## config.mk

```make
export PLATFORM = sky130hd
export DESIGN_NAME = hybrid_drive_mode_selector
export DESIGN_NICKNAME = d
export VERILOG_FILES = /design/src/hdms_pkg.sv /design/src/hdms_cfg_regs.sv /design/src/hdms_mode_logic.sv /design/src/hybrid_drive_mode_selector.sv
export SDC_FILE = /design/constraint.sdc
export NUM_CORES = 1
export LEC_CHECK = 0
export BUFFER_PORTS_ARGS = -buffer_cell sky130_fd_sc_hd__buf_4
export CAP_MARGIN = 0
export CORE_MARGIN = 2
export CORE_UTILIZATION = 43
export DETAILED_ROUTE_END_ITERATION = 12
export SLEW_MARGIN = 40
export SYNTH_ARGS = -nofsm -noshare
export SYNTH_HDL_FRONTEND = slang
export SYNTH_HIERARCHICAL = 1
export SYNTH_SLANG_ARGS = --single-unit
```

## constraint.sdc

```tcl
create_clock -name aclk -period 4.36 [get_ports aclk]
set_input_delay 0.436 -clock aclk [delete_from_list [all_inputs] [get_ports aclk]]
set_output_delay 0.436 -clock aclk [all_outputs]
set_load 0.01 [all_outputs]
```

## src/hdms_pkg.sv

```systemverilog
// ----------------------------------------------------------------------------
// hdms_pkg
// Shared types, codes and helpers for the hybrid drive mode selector.
// ----------------------------------------------------------------------------
package hdms_pkg;

    localparam int unsigned PERMILLE_W = 10;
    localparam int unsigned SPEED_W    = 12;
    localparam int unsigned BRAKE_W    = 11;
    localparam int unsigned POWER_W    = 16;
    localparam int unsigned PLIMIT_W   = 15;
    localparam int unsigned CFG_IDX_W  = 3;
    localparam int unsigned CFG_DATA_W = 15;

    localparam logic [PERMILLE_W-1:0] PERMILLE_MAX = 10'd1000;
    localparam logic signed [BRAKE_W-1:0] BRAKE_MAX = 11'sd1000;
    localparam logic signed [BRAKE_W-1:0] BRAKE_MIN = -11'sd1000;

    // drive mode codes
    typedef enum logic [2:0] {
        MODE_STANDSTILL = 3'd0,
        MODE_ELECTRIC   = 3'd1,
        MODE_ENGINE     = 3'd2,
        MODE_HYBRID     = 3'd3,
        MODE_REGEN      = 3'd4
    } mode_t;

    // configuration register indexes
    typedef enum logic [CFG_IDX_W-1:0] {
        REG_EV_SPEED_LIMIT     = 3'd0,
        REG_EV_CHARGE_FLOOR    = 3'd1,
        REG_EV_PEDAL_LIMIT     = 3'd2,
        REG_EV_POWER_LIMIT     = 3'd3,
        REG_HYBRID_ENTER_ACCEL = 3'd4,
        REG_HYBRID_EXIT_ACCEL  = 3'd5,
        REG_BRAKE_DEADBAND     = 3'd6
    } cfg_idx_t;

    // thresholds handed from the register file to the mode logic
    typedef struct packed {
        logic [SPEED_W-1:0]    ev_speed_limit;
        logic [PERMILLE_W-1:0] ev_charge_floor;
        logic [PERMILLE_W-1:0] ev_pedal_limit;
        logic [PLIMIT_W-1:0]   ev_power_limit;
        logic [PERMILLE_W-1:0] hybrid_enter_accel;
        logic [PERMILLE_W-1:0] hybrid_exit_accel;
        logic [PERMILLE_W-1:0] brake_deadband;
    } cfg_t;

    // one sensor sample as held in the input register
    typedef struct packed {
        logic [PERMILLE_W-1:0]     accel_level;
        logic signed [BRAKE_W-1:0] brake_level;
        logic [SPEED_W-1:0]        vehicle_speed;
        logic [PERMILLE_W-1:0]     soc_level;
        logic [PERMILLE_W-1:0]     pedal_position;
        logic signed [POWER_W-1:0] power_demand;
    } sample_t;

    // one result
    typedef struct packed {
        mode_t drive_mode;
        logic  generator_enable;
        logic  motor_enable;
        logic  engine_enable;
    } result_t;

    // clamp a per-mille value to full scale
    function automatic logic [PERMILLE_W-1:0] sat_pm(input logic [PERMILLE_W-1:0] v);
        sat_pm = (v > PERMILLE_MAX) ? PERMILLE_MAX : v;
    endfunction

endpackage

```

## src/hdms_cfg_regs.sv

```systemverilog
// ----------------------------------------------------------------------------
// hdms_cfg_regs
// Threshold register file, written through the configuration channel.
// ----------------------------------------------------------------------------
module hdms_cfg_regs (
    input  logic                               aclk,
    input  logic                               aresetn,
    input  logic                               cfg_valid,
    input  logic [hdms_pkg::CFG_IDX_W-1:0]     cfg_index,
    input  logic [hdms_pkg::CFG_DATA_W-1:0]    cfg_data,
    output hdms_pkg::cfg_t                     cfg
);

    hdms_pkg::cfg_t cfg_reg;
    hdms_pkg::cfg_t cfg_next;
    logic [hdms_pkg::PERMILLE_W-1:0] pm_value;

    // per-mille registers are clamped on the way in
    assign pm_value = hdms_pkg::sat_pm(cfg_data[hdms_pkg::PERMILLE_W-1:0]);

    // write decode, unknown indexes are dropped
    always_comb begin
        cfg_next = cfg_reg;
        if (cfg_valid) begin
            unique case (hdms_pkg::cfg_idx_t'(cfg_index))
                hdms_pkg::REG_EV_SPEED_LIMIT: begin
                    cfg_next.ev_speed_limit = cfg_data[hdms_pkg::SPEED_W-1:0];
                end
                hdms_pkg::REG_EV_CHARGE_FLOOR:    cfg_next.ev_charge_floor    = pm_value;
                hdms_pkg::REG_EV_PEDAL_LIMIT:     cfg_next.ev_pedal_limit     = pm_value;
                hdms_pkg::REG_EV_POWER_LIMIT: begin
                    cfg_next.ev_power_limit = cfg_data[hdms_pkg::PLIMIT_W-1:0];
                end
                hdms_pkg::REG_HYBRID_ENTER_ACCEL: cfg_next.hybrid_enter_accel = pm_value;
                hdms_pkg::REG_HYBRID_EXIT_ACCEL:  cfg_next.hybrid_exit_accel  = pm_value;
                hdms_pkg::REG_BRAKE_DEADBAND:     cfg_next.brake_deadband     = pm_value;
                default: ;
            endcase
        end
    end

    // register file with reset defaults
    always_ff @(posedge aclk) begin
        if (!aresetn) begin
            cfg_reg.ev_speed_limit     <= 12'd300;
            cfg_reg.ev_charge_floor    <= 10'd370;
            cfg_reg.ev_pedal_limit     <= 10'd400;
            cfg_reg.ev_power_limit     <= 15'd120;
            cfg_reg.hybrid_enter_accel <= 10'd400;
            cfg_reg.hybrid_exit_accel  <= 10'd300;
            cfg_reg.brake_deadband     <= 10'd10;
        end else begin
            cfg_reg <= cfg_next;
        end
    end

    assign cfg = cfg_reg;

endmodule

```

## src/hdms_mode_logic.sv

```systemverilog
// ----------------------------------------------------------------------------
// hdms_mode_logic
// Next drive mode and enable flags for one sample and the current mode.
// ----------------------------------------------------------------------------
module hdms_mode_logic (
    input  hdms_pkg::cfg_t     cfg,
    input  hdms_pkg::sample_t  sample,
    input  hdms_pkg::mode_t    mode_cur,
    output hdms_pkg::result_t  result
);

    logic [hdms_pkg::PERMILLE_W-1:0]     acc;
    logic [hdms_pkg::PERMILLE_W-1:0]     soc;
    logic [hdms_pkg::PERMILLE_W-1:0]     pedal;
    logic [hdms_pkg::SPEED_W-1:0]        speed;
    logic signed [hdms_pkg::BRAKE_W-1:0] brk;
    logic signed [hdms_pkg::BRAKE_W:0]   brk_x;
    logic signed [hdms_pkg::BRAKE_W:0]   db_x;
    logic signed [hdms_pkg::POWER_W:0]   power_x;
    logic signed [hdms_pkg::POWER_W:0]   plimit_x;
    logic                                ev;
    logic                                to_hybrid;
    logic                                low_soc;
    hdms_pkg::mode_t                     m_brk;
    hdms_pkg::mode_t                     m_new;

    // input clamping
    assign acc   = hdms_pkg::sat_pm(sample.accel_level);
    assign soc   = hdms_pkg::sat_pm(sample.soc_level);
    assign pedal = hdms_pkg::sat_pm(sample.pedal_position);
    assign speed = sample.vehicle_speed;

    always_comb begin
        if (sample.brake_level > hdms_pkg::BRAKE_MAX) begin
            brk = hdms_pkg::BRAKE_MAX;
        end else if (sample.brake_level < hdms_pkg::BRAKE_MIN) begin
            brk = hdms_pkg::BRAKE_MIN;
        end else begin
            brk = sample.brake_level;
        end
    end

    // widen for signed compares
    assign brk_x    = {brk[hdms_pkg::BRAKE_W-1], brk};
    assign db_x     = $signed({2'b00, cfg.brake_deadband});
    assign power_x  = {sample.power_demand[hdms_pkg::POWER_W-1], sample.power_demand};
    assign plimit_x = $signed({2'b00, cfg.ev_power_limit});

    // electric drive permission and hybrid request
    assign low_soc   = soc < cfg.ev_charge_floor;
    assign ev        = (speed <= cfg.ev_speed_limit) && !low_soc &&
                       (pedal <= cfg.ev_pedal_limit) && (power_x <= plimit_x);
    assign to_hybrid = ((acc >= cfg.hybrid_enter_accel) || (speed > cfg.ev_speed_limit)) &&
                       !low_soc;

    // regen has priority, leaving it lands in standstill or electric
    always_comb begin
        m_brk = mode_cur;
        if (brk_x < -db_x) begin
            m_brk = hdms_pkg::MODE_REGEN;
        end else if ((mode_cur == hdms_pkg::MODE_REGEN) && (brk_x > db_x)) begin
            m_brk = (speed == '0) ? hdms_pkg::MODE_STANDSTILL : hdms_pkg::MODE_ELECTRIC;
        end
    end

    // transitions of the resulting state in the same step
    always_comb begin
        m_new = m_brk;
        case (m_brk)
            hdms_pkg::MODE_STANDSTILL: begin
                if ((acc != '0) && ev) begin
                    m_new = hdms_pkg::MODE_ELECTRIC;
                end else if ((acc != '0) && low_soc) begin
                    m_new = hdms_pkg::MODE_ENGINE;
                end
            end
            hdms_pkg::MODE_ELECTRIC: begin
                if ((speed == '0) && (acc == '0)) begin
                    m_new = hdms_pkg::MODE_STANDSTILL;
                end else if (!ev) begin
                    m_new = hdms_pkg::MODE_ENGINE;
                end else if (to_hybrid) begin
                    m_new = hdms_pkg::MODE_HYBRID;
                end
            end
            hdms_pkg::MODE_ENGINE: begin
                if (ev) begin
                    m_new = hdms_pkg::MODE_ELECTRIC;
                end else if (to_hybrid) begin
                    m_new = hdms_pkg::MODE_HYBRID;
                end
            end
            hdms_pkg::MODE_HYBRID: begin
                if (ev && (acc < cfg.hybrid_exit_accel)) begin
                    m_new = hdms_pkg::MODE_ELECTRIC;
                end else if (low_soc) begin
                    m_new = hdms_pkg::MODE_ENGINE;
                end
            end
            default: m_new = m_brk;
        endcase
    end

    // enable flags per mode
    always_comb begin
        result.drive_mode       = m_new;
        result.generator_enable = 1'b0;
        result.motor_enable     = 1'b0;
        result.engine_enable    = 1'b0;
        unique case (m_new)
            hdms_pkg::MODE_STANDSTILL: begin
                result.generator_enable = 1'b1;
                result.motor_enable     = 1'b1;
            end
            hdms_pkg::MODE_ELECTRIC: result.motor_enable = 1'b1;
            hdms_pkg::MODE_ENGINE:   result.engine_enable = 1'b1;
            hdms_pkg::MODE_HYBRID: begin
                result.motor_enable  = 1'b1;
                result.engine_enable = 1'b1;
            end
            hdms_pkg::MODE_REGEN:    result.generator_enable = 1'b1;
            default: ;
        endcase
    end

endmodule

```

## src/hybrid_drive_mode_selector.sv

```systemverilog
// Requests pass through the input register and then the result register.
// Throughput: one request per cycle unless m_ready stalls; the mode register update
// sits in the single compare-and-select step between the two registers.
// Reset (aresetn low, synchronous): mode returns to standstill, thresholds take
// their defaults, both pipeline stages are emptied.
// ----------------------------------------------------------------------------
// hybrid_drive_mode_selector
// Five-state drive mode machine with regen priority and electric gating.
// ----------------------------------------------------------------------------
module hybrid_drive_mode_selector (
    input  logic                                   aclk,
    input  logic                                   aresetn,

    input  logic                                   cfg_valid,
    output logic                                   cfg_ready,
    input  logic [hdms_pkg::CFG_IDX_W-1:0]         cfg_index,
    input  logic [hdms_pkg::CFG_DATA_W-1:0]        cfg_data,

    input  logic                                   s_valid,
    output logic                                   s_ready,
    input  logic [hdms_pkg::PERMILLE_W-1:0]        s_accel_level,
    input  logic signed [hdms_pkg::BRAKE_W-1:0]    s_brake_level,
    input  logic [hdms_pkg::SPEED_W-1:0]           s_vehicle_speed,
    input  logic [hdms_pkg::PERMILLE_W-1:0]        s_soc_level,
    input  logic [hdms_pkg::PERMILLE_W-1:0]        s_pedal_position,
    input  logic signed [hdms_pkg::POWER_W-1:0]    s_power_demand,

    output logic                                   m_valid,
    input  logic                                   m_ready,
    output logic [2:0]                             m_drive_mode,
    output logic                                   m_generator_enable,
    output logic                                   m_motor_enable,
    output logic                                   m_engine_enable
);

    hdms_pkg::cfg_t    cfg;
    hdms_pkg::sample_t sample_reg;
    logic              in_valid_reg;
    hdms_pkg::mode_t   mode_reg;
    hdms_pkg::result_t result_next;
    hdms_pkg::result_t result_reg;
    logic              out_valid_reg;
    logic              advance;
    logic              s_fire;

    // configuration is always accepted
    assign cfg_ready = 1'b1;

    hdms_cfg_regs u_cfg_regs (
        .aclk      (aclk),
        .aresetn   (aresetn),
        .cfg_valid (cfg_valid),
        .cfg_index (cfg_index),
        .cfg_data  (cfg_data),
        .cfg       (cfg)
    );

    // pipeline handshake
    assign advance = in_valid_reg && (!out_valid_reg || m_ready);
    assign s_ready = !in_valid_reg || advance;
    assign s_fire  = s_valid && s_ready;

    // input register
    always_ff @(posedge aclk) begin
        if (!aresetn) begin
            in_valid_reg <= 1'b0;
        end else if (s_ready) begin
            in_valid_reg <= s_valid;
        end
    end

    always_ff @(posedge aclk) begin
        if (s_fire) begin
            sample_reg.accel_level    <= s_accel_level;
            sample_reg.brake_level    <= s_brake_level;
            sample_reg.vehicle_speed  <= s_vehicle_speed;
            sample_reg.soc_level      <= s_soc_level;
            sample_reg.pedal_position <= s_pedal_position;
            sample_reg.power_demand   <= s_power_demand;
        end
    end

    hdms_mode_logic u_mode_logic (
        .cfg      (cfg),
        .sample   (sample_reg),
        .mode_cur (mode_reg),
        .result   (result_next)
    );

    // mode state, updated as each request moves to the result register
    always_ff @(posedge aclk) begin
        if (!aresetn) begin
            mode_reg <= hdms_pkg::MODE_STANDSTILL;
        end else if (advance) begin
            mode_reg <= result_next.drive_mode;
        end
    end

    // result register
    always_ff @(posedge aclk) begin
        if (!aresetn) begin
            out_valid_reg <= 1'b0;
        end else if (advance) begin
            out_valid_reg <= 1'b1;
        end else if (m_ready) begin
            out_valid_reg <= 1'b0;
        end
    end

    always_ff @(posedge aclk) begin
        if (advance) begin
            result_reg <= result_next;
        end
    end

    assign m_valid            = out_valid_reg;
    assign m_drive_mode       = result_reg.drive_mode;
    assign m_generator_enable = result_reg.generator_enable;
    assign m_motor_enable     = result_reg.motor_enable;
    assign m_engine_enable    = result_reg.engine_enable;

endmodule

```

==> flow_summary_export.csv <==
group,metric,value,unit
global_routing,antenna_found_initial,0,
global_routing,grtUsageTotal,0.184,
yosys,synth-main-ff-cell,"dfxtp_1",
sta,fmax,0.276,GHz
cts,cts_max_path_buffers,2,
yosys,async_flop_share,0,
global_routing,grt_pass1_wl,29500,µm
yosys,synth_cell_type_count,82,
pwr,p_leak,4.23,nW
floorplan,coreArea,19300,µm²
critical_path,cp_slowest_cell,"edfxtp_1",
cts,cts_root_buf,"clkbuf_16",
sta,period_minus_slack,3.62,ns
route,wl_per_cell,15.3,µm
floorplan,die_h,144,µm
critical_path,crit_fanout,8,
sta,min_period_over_period,0.830,
finish,multi_input_area,4000,µm²
yosys,synthesis.instances,847,
yosys,ys_warn_count,6,
critical_path,required,4.51,ns
pwr,p_per_area,349,nW/µm²
critical_path,crit_type,"reg2reg",
sta,slew_viol_final,0,
finish,nFillCells,1782,
global_routing,grt_max_degree,91,
sta,relSlewSlack,0.456,
cts,cts_buffers,17,
floorplan,rows,51,
sta,final-setup-viol-count,0,
route,met2_length,8490,µm
global_routing,grt_pass1_vias,5820,
finish,largest_reg_flops,77,
sta,worst_pin_slew,0.807,ns
yosys,synth_area_leaders,"edfxtp_1 (27%), dfxtp_1 (19%), ha_1 (13%), nand2_1 (5.0%), inv_1 (3.9%)",
yosys,synth.ff_latch_count,157,
cts,insertion_delay,0.43,ns
route,top_layer,"met4",
route,drt-initial-drc-count,365,
cts,cts_num_sinks,157,
sta,final_hold_viol_count,0,
critical_path,worstSetupStartpointType,"register",
floorplan,io_pins,101,
sta,grt_setup_unrepaired,"false",
worst_hold_path,min_path_type,"in2reg",
critical_path,crit_buf_inv,0,
cts,clkSlewWorstSetupHoldPaths,0.06,ns
route,ant_nets,0,
cts,hold_buffers,0,
route,wl_met1,8630,µm
cts,cts_tree,"built",
finish,diodes,0,
route,routed_wl,18300,µm
flow_run,max_cap_viol_count,0,
route,drcViolationCount,0,
place,io_buffer_count,99,
global_routing,grt_overflow_total,0,
yosys,synth_top_cell_by_area,"edfxtp_1",
place,hpwl,13300,µm
route,vias_per_cell,5.11,
critical_path,crit_family,"compound AO/OA/AOI/OAI gates",
yosys,synth-seq-area-share,0.461,
finish,nNetsFinal,1096,
place,place.gp.congestion,0.870,
yosys,synth_edf_count,75,
finish,finish.utilization,0.510,
sta,final.setup.tns,0,ns
critical_path,crit_arrival,3.77,ns
yosys,synth_nets,1025,
floorplan,start_util,0.437,
critical_path,crit_chain,"nand2_1 > nand3_1 > o41ai_1 > ha_1 > o21ai_0 > ha_1 > a21o_1 > a221oi_1 > o211ai_2 > and2_4 > o21ai_0 > a211oi_1",
yosys,avgSynthCellArea,9.97,µm²
route,num_vias,6116,
sta,fin_skew,0.0107,ns
critical_path,worstSetupEndpointType,"register",
yosys,synth_top_area_share,0.267,
finish,syn_to_final_growth,16.8,%
route,dr.pass1.iters,4,
cts,post_cts_resized,0,
pwr,peakVddDrop,0.229,mV
cts,post-cts-setup-buffer-count,0,
cts,htree_levels,4,
yosys,synth_area,8440,µm²
floorplan,die_area,20800,µm²
floorplan,die_width,144,µm
run_status,run_status,"finished, final reports clean",
finish,seqCellArea,3890,µm²
route,wl_met3,894,µm
critical_path,max_stage_delay,0.46,ns
finish,drive_above_1_share,0.170,
[cell usage after synthesis, types with 6 or more instances]
cell / instances
nand2_1: 112
inv_1: 88
ha_1: 86
dfxtp_1: 82
edfxtp_1: 75
nand3_1: 43
clkbuf_1: 29
a21oi_1: 27
nor2_1: 24
a21boi_0: 21
nor2b_1: 21
o21ai_0: 21
mux2i_1: 18
o31ai_1: 15
nand4_1: 14
buf_2: 12
nor4_1: 9
o211ai_1: 8
a211oi_1: 7
and2_1: 7
nand2b_1: 7
xnor2_1: 7
a21o_1: 6
a31oi_1: 6
nor3_1: 6
[worst paths after layout]
path                 startpoint            endpoint  slack (ns)  cells after the start
min            s_brake_level[2]      sample_reg[50]        0.18                      1
max reg2reg      sample_reg[52]     m_engine_enable        0.74                     12
min reg2reg  u_cfg_regs/cfg[71]  u_cfg_regs/cfg[71]        0.46                      2
max              sample_reg[52]     m_engine_enable        0.74                     12
[layout make-up]
cell class,instances,area share
Timing Repair Buffer,100,0.0766
Clock inverter,13,0.0118
Multi-Input combinational cell,554,0.405
Sequential cell,157,0.395
Inverter,88,0.0335
Clock buffer,19,0.0439
Tap cell,265,0.0336
[worst reg2reg max path: stages (launching register included)]
cell	delay, ns
edfxtp_1	0.46
nand2_1	0.12
nand3_1	0.08
o41ai_1	0.25
ha_1	0.35
o21ai_0	0.35
ha_1	0.32
a21o_1	0.18
a221oi_1	0.37
o211ai_2	0.17
and2_4	0.20
o21ai_0	0.40
a211oi_1	0.10
[layout by cell type, fill, tap and decap left out, types with 4 or more instances in the layout]
master | netlist | layout
a21oi_1 | 27 | 27
a21o_1 | 6 | 6
nand2b_1 | 7 | 7
o21ai_0 | 21 | 21
clkbuf_16 | 0 | 17
nand4_1 | 14 | 14
nor2b_1 | 21 | 21
o31ai_1 | 15 | 15
nor3_1 | 6 | 6
dfxtp_1 | 82 | 82
or3_1 | 4 | 4
nand2_1 | 112 | 112
a31oi_1 | 6 | 6
a21boi_0 | 21 | 21
nand3_1 | 43 | 43
nor2_1 | 24 | 24
ha_1 | 86 | 86
edfxtp_1 | 75 | 75
buf_4 | 4 | 99
mux2i_1 | 18 | 18
o211ai_1 | 8 | 8
xnor2_1 | 7 | 7
and2_1 | 7 | 6
o31a_1 | 4 | 4
nor4_1 | 9 | 9
a211oi_1 | 7 | 7
a21boi_1 | 5 | 5
clkinv_2 | 0 | 5
o21a_1 | 4 | 4
and3_1 | 5 | 5
inv_1 | 88 | 88
[kinds of logic (layout without fill, tap and decap cells)]
logic type	Yosys count	in the layout	share of synthesized area
simple gates	283	283	0.178
fa+ha+maj	86	86	0.127
xor+xnor	8	8	0.00830
buf+inv	136	220	0.0667
other cells	1	1	0.000444
compound gates	157	157	0.135
mux	19	19	0.0227
flops	157	157	0.461
[power breakdown]
part           internal [W]  total, W  switching, W
combinational      0.000181  0.000391      0.000210
sequential          0.00161   0.00165     0.0000378
clock              0.000789   0.00140      0.000611
total               0.00258   0.00344      0.000859
[metrics by stage]
step	cells	power (W)	hold slack (ns)	setup slack [ns]	area, µm²
global route	1196	0.00361	0.156	0.390	9850
floorplan	847	0.00193	0.435	1.15	8440
global placement	1164	0.00207	0.441	0.846	9290
CTS	1196	0.00348	0.163	0.699	9850
detailed placement	1164	0.00207	0.449	0.722	9300
finish	1196	0.00344	0.178	0.742	9850
[metal layers]
layer | track usage | vias to the layer above
met3 | 0.0460 | 21
met5 | 0 | -
met1 | 0.247 | 2816
met2 | 0.296 | 118
met4 | 0.0516 | 0
li1 | - | 3161
Note: power is estimated with default switching activity, not from simulation.
